**src/rtl/core/fcf_pkg.sv**
```systemverilog
// fcf_pkg: shared constants, word types and control structs for the fir filter unit
// no dependencies; imported by fcf_ctrl, fcf_datapath and fir_convolution_filter_unit
package fcf_pkg;

	localparam int MAX_TAPS    = 64;
	localparam int SAMPLE_BITS = 16;

	// fixed field widths
	localparam int CMD_W  = 2;
	localparam int IDX_W  = 6;
	localparam int LEN_W  = 7;

	// derived widths
	localparam int TAP_W  = (MAX_TAPS > 1) ? $clog2(MAX_TAPS) : 1;
	localparam int CNT_W  = ($clog2(MAX_TAPS + 1) > LEN_W) ? $clog2(MAX_TAPS + 1) : LEN_W;
	localparam int PROD_W = 2 * SAMPLE_BITS;
	localparam int ACC_W  = PROD_W + TAP_W + 2;

	// command codes
	localparam logic [CMD_W-1:0] CMD_FILTER = 2'd0;
	localparam logic [CMD_W-1:0] CMD_WR_TAP = 2'd1;
	localparam logic [CMD_W-1:0] CMD_CLEAR  = 2'd2;

	typedef struct packed {
		logic [CMD_W-1:0]              cmd;
		logic signed [SAMPLE_BITS-1:0] sample_in;
		logic [IDX_W-1:0]              tap_index;
		logic signed [SAMPLE_BITS-1:0] tap_value;
	} in_word_t;

	typedef struct packed {
		logic signed [SAMPLE_BITS-1:0] sample_out;
		logic                          clipped;
	} out_word_t;

	// controller to datapath
	typedef struct packed {
		logic             start;     // push sample, clear accumulator
		logic             wr_coef;
		logic             clr_hist;
		logic             issue;     // read one tap pair
		logic [CNT_W-1:0] k;
		logic             load_out;
	} dp_cmd_t;

	// datapath to controller
	typedef struct packed {
		logic pipe_busy;
		logic out_hold;
	} dp_stat_t;

endpackage

```
**src/rtl/core/fcf_ctrl.sv**
```systemverilog
// fcf_ctrl: command decode, tap sequencer and kernel length register
// depends on fcf_pkg
module fcf_ctrl import fcf_pkg::*; (
	input  logic             clk,
	input  logic             arst_n,
	input  logic             in_valid,
	output logic             in_stall,
	input  logic [CMD_W-1:0] in_cmd,
	input  logic             cfg_wr_en,
	input  logic [LEN_W-1:0] cfg_wr_data,
	input  dp_stat_t         stat,
	output dp_cmd_t          ctl
);

	localparam logic [1:0] ST_IDLE  = 2'd0;
	localparam logic [1:0] ST_MAC   = 2'd1;
	localparam logic [1:0] ST_DRAIN = 2'd2;

	logic [1:0]       state_q;
	logic [LEN_W-1:0] kernel_len_q;
	logic [CNT_W-1:0] taps_q;
	logic [CNT_W-1:0] k_q;
	logic [CNT_W-1:0] taps_now;
	logic             accept;
	logic             last_k;
	logic             finish;

	assign in_stall = (state_q != ST_IDLE);
	assign accept   = in_valid && !in_stall;

	// clamp length to the tap store depth
	assign taps_now = (CNT_W'(kernel_len_q) > CNT_W'(MAX_TAPS)) ? CNT_W'(MAX_TAPS)
	                                                            : CNT_W'(kernel_len_q);
	assign last_k   = (k_q == taps_q - 1'b1);
	assign finish   = (state_q == ST_DRAIN) && !stat.pipe_busy && !stat.out_hold;

	always_comb begin
		ctl          = '0;
		ctl.start    = accept && (in_cmd == CMD_FILTER);
		ctl.wr_coef  = accept && (in_cmd == CMD_WR_TAP);
		ctl.clr_hist = accept && (in_cmd == CMD_CLEAR);
		ctl.issue    = (state_q == ST_MAC);
		ctl.k        = k_q;
		ctl.load_out = finish;
	end

	always_ff @(posedge clk or negedge arst_n) begin
		if (!arst_n) begin
			kernel_len_q <= LEN_W'(1);
		end else if (cfg_wr_en) begin
			kernel_len_q <= cfg_wr_data;
		end
	end

	always_ff @(posedge clk or negedge arst_n) begin
		if (!arst_n) begin
			state_q <= ST_IDLE;
			taps_q  <= '0;
			k_q     <= '0;
		end else begin
			unique case (state_q)
				ST_IDLE: begin
					if (ctl.start) begin
						taps_q  <= taps_now;
						k_q     <= '0;
						state_q <= (taps_now == '0) ? ST_DRAIN : ST_MAC;
					end
				end
				ST_MAC: begin
					k_q <= k_q + 1'b1;
					if (last_k) state_q <= ST_DRAIN;
				end
				ST_DRAIN: begin
					if (finish) state_q <= ST_IDLE;
				end
				default: state_q <= ST_IDLE;
			endcase
		end
	end

	// tap counter never runs past the latched length
	a_k_range: assert property (@(posedge clk) disable iff (!arst_n)
		state_q == ST_MAC |-> k_q < taps_q)
		else $error("tap counter past kernel length");

	// last tap issue hands over to drain
	a_mac_end: assert property (@(posedge clk) disable iff (!arst_n)
		state_q == ST_MAC && last_k |=> state_q == ST_DRAIN)
		else $error("sequencer missed the last tap");

endmodule

```
**src/rtl/core/fcf_datapath.sv**
```systemverilog
// fcf_datapath: history and coefficient memories, mac pipeline, rounding and output register
// depends on fcf_pkg
module fcf_datapath import fcf_pkg::*; (
	input  logic      clk,
	input  logic      arst_n,
	input  in_word_t  in_data,
	input  dp_cmd_t   ctl,
	output dp_stat_t  stat,
	output logic      out_valid,
	input  logic      out_stall,
	output out_word_t out_data
);

	localparam logic signed [ACC_W-1:0] RND_C = ACC_W'(1) << (SAMPLE_BITS - 2);
	localparam logic signed [ACC_W-1:0] Y_MAX = (ACC_W'(1) << (SAMPLE_BITS - 1)) - ACC_W'(1);
	localparam logic signed [ACC_W-1:0] Y_MIN = -Y_MAX - ACC_W'(1);

	logic signed [SAMPLE_BITS-1:0] hist_mem [MAX_TAPS];
	logic signed [SAMPLE_BITS-1:0] coef_mem [MAX_TAPS];
	logic [MAX_TAPS-1:0]           hist_vld_q;
	logic [MAX_TAPS-1:0]           coef_vld_q;
	logic [TAP_W-1:0]              wpos_q;
	logic [TAP_W-1:0]              wpos_nxt;
	logic [TAP_W-1:0]              kk;
	logic [TAP_W-1:0]              hist_addr;
	logic [TAP_W-1:0]              coef_waddr;
	logic                          coef_in_range;

	logic signed [SAMPLE_BITS-1:0] hist_s1;
	logic signed [SAMPLE_BITS-1:0] coef_s1;
	logic                          hvld_s1;
	logic                          cvld_s1;
	logic                          rd_vld_s1;
	logic signed [SAMPLE_BITS-1:0] mul_a;
	logic signed [SAMPLE_BITS-1:0] mul_b;
	logic signed [PROD_W-1:0]      prod_s2;
	logic                          prod_vld_s2;
	logic signed [ACC_W-1:0]       acc_q;

	logic signed [ACC_W-1:0]       acc_rnd;
	logic signed [ACC_W-1:0]       y_full;
	out_word_t                     res;
	out_word_t                     out_data_q;
	logic                          out_valid_q;

	assign wpos_nxt      = (wpos_q == TAP_W'(MAX_TAPS - 1)) ? '0 : wpos_q + 1'b1;
	assign kk            = ctl.k[TAP_W-1:0];
	// newest sample minus k, modulo depth
	assign hist_addr     = (wpos_q >= kk) ? wpos_q - kk : wpos_q + TAP_W'(MAX_TAPS) - kk;
	assign coef_waddr    = TAP_W'(in_data.tap_index);
	assign coef_in_range = (int'(in_data.tap_index) < MAX_TAPS);

	// memories, no reset
	always_ff @(posedge clk) begin
		if (ctl.start) hist_mem[wpos_nxt] <= in_data.sample_in;
		if (ctl.wr_coef && coef_in_range) coef_mem[coef_waddr] <= in_data.tap_value;
		hist_s1 <= hist_mem[hist_addr];
		coef_s1 <= coef_mem[kk];
	end

	always_ff @(posedge clk or negedge arst_n) begin
		if (!arst_n) begin
			hist_vld_q <= '0;
			coef_vld_q <= '0;
			wpos_q     <= '0;
		end else begin
			if (ctl.clr_hist) hist_vld_q <= '0;
			if (ctl.start) begin
				hist_vld_q[wpos_nxt] <= 1'b1;
				wpos_q               <= wpos_nxt;
			end
			if (ctl.wr_coef && coef_in_range) coef_vld_q[coef_waddr] <= 1'b1;
		end
	end

	// mac pipeline
	always_ff @(posedge clk or negedge arst_n) begin
		if (!arst_n) begin
			rd_vld_s1   <= 1'b0;
			prod_vld_s2 <= 1'b0;
			hvld_s1     <= 1'b0;
			cvld_s1     <= 1'b0;
		end else begin
			rd_vld_s1   <= ctl.issue;
			prod_vld_s2 <= rd_vld_s1;
			hvld_s1     <= hist_vld_q[hist_addr];
			cvld_s1     <= coef_vld_q[kk];
		end
	end

	assign mul_a = cvld_s1 ? coef_s1 : '0;
	assign mul_b = hvld_s1 ? hist_s1 : '0;

	always_ff @(posedge clk) begin
		prod_s2 <= mul_a * mul_b;
		if (ctl.start)        acc_q <= '0;
		else if (prod_vld_s2) acc_q <= acc_q + ACC_W'(prod_s2);
	end

	// round half up, shift, saturate
	assign acc_rnd = acc_q + RND_C;
	assign y_full  = acc_rnd >>> (SAMPLE_BITS - 1);

	always_comb begin
		res.clipped = 1'b0;
		res.sample_out = y_full[SAMPLE_BITS-1:0];
		if (y_full > Y_MAX) begin
			res.sample_out = Y_MAX[SAMPLE_BITS-1:0];
			res.clipped    = 1'b1;
		end else if (y_full < Y_MIN) begin
			res.sample_out = Y_MIN[SAMPLE_BITS-1:0];
			res.clipped    = 1'b1;
		end
	end

	always_ff @(posedge clk or negedge arst_n) begin
		if (!arst_n) begin
			out_valid_q <= 1'b0;
		end else if (ctl.load_out) begin
			out_valid_q <= 1'b1;
		end else if (!out_stall) begin
			out_valid_q <= 1'b0;
		end
	end

	always_ff @(posedge clk) begin
		if (ctl.load_out) out_data_q <= res;
	end

	assign out_valid      = out_valid_q;
	assign out_data       = out_data_q;
	assign stat.pipe_busy = rd_vld_s1 || prod_vld_s2;
	assign stat.out_hold  = out_valid_q && out_stall;

	// never overwrite a word that is still waiting
	a_no_overwrite: assert property (@(posedge clk) disable iff (!arst_n)
		ctl.load_out |-> !(out_valid_q && out_stall))
		else $error("output word overwritten while stalled");

	// result is only taken once the mac pipe is empty
	a_load_drained: assert property (@(posedge clk) disable iff (!arst_n)
		ctl.load_out |-> !rd_vld_s1 && !prod_vld_s2)
		else $error("output loaded with products in flight");

endmodule

```
**src/rtl/core/fir_convolution_filter_unit.sv**
```systemverilog
// fir_convolution_filter_unit: streaming fir filter, one shared multiply-accumulate per tap
// path: accept, ST_MAC issues one tap pair per tap (taps = kernel_len clamped, zero skips it),
// registered reads, registered product, accumulator, ST_DRAIN loads the output; a new word
// stalls until then, longer while the output word is held; tap writes and clears stay idle
// reset: async active low; history and taps read as zero, kernel_len 1, no word pending
// depends on fcf_pkg, fcf_ctrl, fcf_datapath
module fir_convolution_filter_unit import fcf_pkg::*; (
	input  logic             clk,
	input  logic             arst_n,
	// input channel
	input  logic             in_valid,
	output logic             in_stall,
	input  in_word_t         in_data,
	// output channel
	output logic             out_valid,
	input  logic             out_stall,
	output out_word_t        out_data,
	// kernel length register
	input  logic             cfg_wr_en,
	input  logic [LEN_W-1:0] cfg_wr_data
);

	// command strobes from the sequencer, status back from the datapath
	dp_cmd_t  ctl;
	dp_stat_t stat;

	// sequencer: accepts a word only when idle, walks taps, waits for the pipe
	// to empty and for a free output register before finishing
	fcf_ctrl u_ctrl (
		.clk         (clk),
		.arst_n      (arst_n),
		.in_valid    (in_valid),
		.in_stall    (in_stall),
		.in_cmd      (in_data.cmd),
		.cfg_wr_en   (cfg_wr_en),
		.cfg_wr_data (cfg_wr_data),
		.stat        (stat),
		.ctl         (ctl)
	);

	// datapath: history ring and tap store with per-entry valid bits,
	// registered reads, registered product, wide accumulator, round and clip
	fcf_datapath u_dp (
		.clk       (clk),
		.arst_n    (arst_n),
		.in_data   (in_data),
		.ctl       (ctl),
		.stat      (stat),
		.out_valid (out_valid),
		.out_stall (out_stall),
		.out_data  (out_data)
	);

endmodule
```
**config.mk**
```make
export PLATFORM = sky130hd
export DESIGN_NAME = fir_convolution_filter_unit
export DESIGN_NICKNAME = d
export VERILOG_FILES = /design/src/rtl/core/fcf_pkg.sv /design/src/rtl/core/fcf_ctrl.sv /design/src/rtl/core/fcf_datapath.sv /design/src/rtl/core/fir_convolution_filter_unit.sv
export SDC_FILE = /design/constraint.sdc
export NUM_CORES = 2
export LEC_CHECK = 0
export ABC_CLOCK_PERIOD_IN_PS = 6580
export CORE_MARGIN = 2
export CORE_UTILIZATION = 50
export DETAILED_ROUTE_END_ITERATION = 8
export DONT_BUFFER_PORTS = 1
export MAX_ROUTING_LAYER = met4
export PLACE_DENSITY = 0.68
export SLEW_MARGIN = 20
export SYNTH_ARGS = -nofsm -noshare
export SYNTH_HDL_FRONTEND = slang
export SYNTH_SLANG_ARGS = --single-unit
```
**constraint.sdc**
```tcl
create_clock -name clk -period 6.58 [get_ports clk]
set_input_delay 0.329 -clock clk [delete_from_list [all_inputs] [get_ports clk]]
set_output_delay 0.329 -clock clk [all_outputs]
set_load 0.03 [all_outputs]
```
==> flow_metrics.env <==
export IMPL_seq_area_frac_synth_pct=67.4
export IMPL_start_kind="register"
export IMPL_ant_nets=0
export IMPL_relSlewSlack_pct=21.5
export IMPL_power_share_combinational_pct=38.8
export IMPL_crit_fanout=6
export IMPL_synth_seq_cells=2331
export IMPL_setup_viol=0
export IMPL_p_leak_nw=40.0
export IMPL_synthFlopType="edfxtp_1"
export IMPL_rr_endpoint="u_dp.prod_s2[30]$_DFF_P_"
export IMPL_drc=0
export IMPL_die_height_microns=454
export IMPL_ff2ff_path_depth=24
export IMPL_cts_made_buffers=228
export IMPL_hold_viol_final=0
export IMPL_dpl_hpwl_microns=140000
export IMPL_clock_sinks=2331
export IMPL_whs_ns=0.0716
export IMPL_outcome="complete, no violations"
export IMPL_layout_drive_gt1_share_pct=26.3
export IMPL_yosys_warnings=0
export IMPL_post_synth_top_count_cell="edfxtp_1"
export IMPL_vdd_ir_drop_worst_mv=0.878
export IMPL_wl_microns=239000
export IMPL_first_iter_violations=5582
export IMPL_rr_startpoint="u_dp.coef_s1[5]$_DFF_P_"
export IMPL_synthArstFlopShare_pct=6.95
export IMPL_placed_cell_area_sq_mm=0.106
export IMPL_p_seq_share_pct=34.8
export IMPL_finalSetupTns_ns=0
export IMPL_p_total_mw=49.6
export IMPL_required_ns=7.33
export IMPL_pre_cts_ws_ns=0.0249
export IMPL_fin_cells=8602
export IMPL_fin_util_pct=57.0
export IMPL_crit_path_start="u_dp.coef_s1[5]$_DFF_P_"
export IMPL_yosysTopAreaCell="edfxtp_1"
export IMPL_power_share_clock_pct=26.4
export IMPL_synth_area_leaders="edfxtp_1 (61%), mux4_2 (16%), fa_1 (5.2%)"
export IMPL_synth_common_cells="edfxtp_1 (2065), mux4_2 (697), nor2_1 (346)"
export IMPL_tightest_slew_ns=1.17
export IMPL_synth_top_area_share_pct=61.4
export IMPL_grt_pass1_vias=52600
export IMPL_netlist_area_sq_mm=0.101
export IMPL_ff2ff_setup_slack_ns=0.26
export IMPL_finalNetCount=6169
export IMPL_via_per_inst=6.02
export IMPL_dp_cells=8080
export IMPL_syn_inst=5423
export IMPL_syn_num_nets=5869
export IMPL_power_internal_mw=33.0
export IMPL_grt_usage_pct=24.1
export IMPL_num_vias=51800
export IMPL_syn_avg_cell_area_sq_um=18.6
export IMPL_crit_arrival_ns=7.07
export IMPL_synth_distinct_cells=79
export IMPL_worstSetupPathType="reg2reg"
export IMPL_slew_violations=0
export IMPL_portBuffers=0
export IMPL_dieWidth_microns=454
export IMPL_die_area_sq_mm=0.206
export IMPL_post_route_period_util_pct=96.1
export IMPL_coreArea_sq_mm=0.201
export IMPL_critPathCaptureType="register"
export IMPL_min_path_type="in2async"
export IMPL_skew_ns=0.0755
export IMPL_swShare_pct=33.5
export IMPL_clk_pin_slew_ns=0.06
export IMPL_antenna_found_initial=8
export IMPL_grt_max_degree=163
export IMPL_tritoncts="built"
export IMPL_cap_viol_max_count=0
export IMPL_synth_edff_count=2065
export IMPL_power_density_mw_per_mm2=431
export IMPL_grt_first_pass_wirelength_microns=351000
export IMPL_cp_endpoint="u_dp.prod_s2[30]$_DFF_P_"
export IMPL_gp_congestion=0.919
export IMPL_timing_final_ws_setup_ns=0.258
export IMPL_cts_buffer_depth=3
export IMPL_syn2layout_area_growth_pct=13.7
export IMPL_max_freq_mhz=158
export IMPL_grt_ovfl_total=0
export IMPL_row_count=165
export IMPL_cts_htree_levels=4
export IMPL_finalWorstPathRequiredPeriod_ns=6.32
export IMPL_fin_area_sq_mm=0.115
export IMPL_wl_per_cell_microns=27.7
export IMPL_ios=71
export IMPL_p_sw_mw=16.6
export IMPL_start_util_pct=50.2
export IMPL_cts_root_buf="clkbuf_16"
export IMPL_clkLatencyLatePin_ns=0.90
export IMPL_dr_pass1_iters=6
## power groups by stage
stage                     clock [mW]  combinational (mW)  sequential (mW)
after global routing            13.8                20.3             17.3
after floorplan                    0                13.0             17.3
after detailed placement           0                19.1             17.6
after CTS                       13.3                19.4             17.2
after global placement             0                19.0             17.5
final                           13.1                19.3             17.3
## worst min-delay path by stage
stage                         start  slack [ns]  cells after the start                                  to
after global placement       arst_n        0.05                      0     u_dp.coef_vld_q[54]$_DFFE_PN0P_
after floorplan              arst_n        0.03                      0           u_ctrl.k_q[0]$_DFFE_PN0P_
after detailed placement     arst_n        0.06                      0       u_dp.hist_vld_q[48]$_DFF_PN0_
after global routing         arst_n         0.1                      2       u_dp.hist_vld_q[63]$_DFF_PN0_
after CTS                 cfg_wr_en        0.08                      2  u_ctrl.kernel_len_q[6]$_DFFE_PN0P_
final                        arst_n        0.07                      2       u_dp.hist_vld_q[32]$_DFF_PN0_
## state kept, by name, indices dropped and copies added, names as in the netlist
signal / cells
u_dp.hvld_s1: 1
u_ctrl.taps_q: 7
u_ctrl.k_q: 7
u_dp.coef_s1: 16
u_dp.out_valid: 1
u_dp.hist_s1: 16
u_dp.hist_mem: 1024
u_ctrl.state_q: 2
u_ctrl.kernel_len_q: 7
u_dp.cvld_s1: 1
u_dp.prod_vld_s2: 1
u_dp.acc_q: 40
u_dp.out_data: 17
u_dp.prod_s2: 32
u_dp.rd_vld_s1: 1
u_dp.wpos_q: 6
u_dp.coef_vld_q: 64
u_dp.hist_vld_q: 64
u_dp.coef_mem: 1024
## cell usage in the layout (no fill, tap or decap), types with 12 or more instances in the layout
| master | netlist | final |
|---|---|---|
| buf_4 | 0 | 230 |
| nor2_1 | 346 | 248 |
| nand3b_1 | 22 | 22 |
| a211oi_1 | 24 | 23 |
| nor2b_1 | 31 | 31 |
| and2_1 | 29 | 16 |
| clkbuf_8 | 0 | 16 |
| nor2_2 | 0 | 90 |
| edfxtp_1 | 2065 | 2065 |
| nor3_1 | 17 | 16 |
| clkbuf_1 | 184 | 54 |
| clkbuf_16 | 0 | 229 |
| nand4_1 | 23 | 23 |
| o21ai_0 | 61 | 61 |
| dlygate4sd3_1 | 0 | 50 |
| clkinv_1 | 0 | 43 |
| dfrtp_1 | 161 | 157 |
| mux4_2 | 697 | 697 |
| buf_16 | 0 | 34 |
| inv_1 | 321 | 321 |
| a21oi_1 | 92 | 89 |
| mux2i_1 | 44 | 44 |
| buf_12 | 0 | 14 |
| fa_1 | 264 | 263 |
| dfxtp_1 | 104 | 104 |
| xnor2_1 | 73 | 69 |
| nand2_1 | 235 | 231 |
| a31oi_1 | 13 | 12 |
| xor2_1 | 34 | 34 |
| clkinv_2 | 0 | 46 |
| a21o_1 | 88 | 88 |
| ha_1 | 130 | 124 |
| or2_2 | 66 | 66 |
| bufinv_16 | 0 | 22 |
| nand3_1 | 68 | 67 |
## timing repair
action	4_1_cts	5_1_grt
gates resized for setup	0	40
endpoints found under the setup margin	0	5
setup buffers	0	0
hold buffers	83	0
endpoints found under the hold margin	2248	0
## logic make-up (layout without fill, tap and decap cells)
logic type	count (synthesis)	count (layout)	share of synthesized area [%]
XOR/XNOR	107	107	0.927
other	0	6	0
buffers and inverters	582	1083	2.20
flip-flops	2331	2331	67.4
AND/OR/NAND/NOR	889	889	4.07
AO/OA/AOI/OAI	370	370	2.46
multiplexers	750	750	16.1
adder cells (fa/ha/maj)	394	394	6.84
## layout make-up
| type | count | area (sq um) |
|---|---|---|
| multi-input combinational | 2510 | 31100 |
| fill | 14900 | 86600 |
| sequential | 2331 | 68200 |
| tap | 2672 | 3340 |
| timing repair buffer | 330 | 3460 |
| antenna | 6 | 15.0 |
| clock inverter | 132 | 1470 |
| clock buffer | 299 | 6150 |
| inverter | 322 | 1210 |
## metal layers
layer	GRT usage, %	routed length, microns	vias up
li1	-	-	21700
met1	33.9	99500	27700
met2	37.6	117000	2015
met3	3.27	16600	322
met4	6.31	5850	0
met5	-	0	-
## worst max-delay path: stages (launching register included)
cell and delay, ns:
dfxtp_1 0.49, nand2_1 0.27, buf_4 0.23, nor2_1 0.14
fa_1 0.43, inv_1 0.07, fa_1 0.43, fa_1 0.44
fa_1 0.50, inv_1 0.06, fa_1 0.53, inv_1 0.05
fa_1 0.47, inv_1 0.04, ha_2 0.38, o21ai_0 0.12
a221o_1 0.37, a31oi_2 0.23, o41ai_2 0.10, buf_4 0.16
o22ai_2 0.23, nand4_1 0.12, nand4b_1 0.11, a21oi_1 0.08
xnor2_1 0.13
No activity file was read; power rests on OpenSTA's default activity.
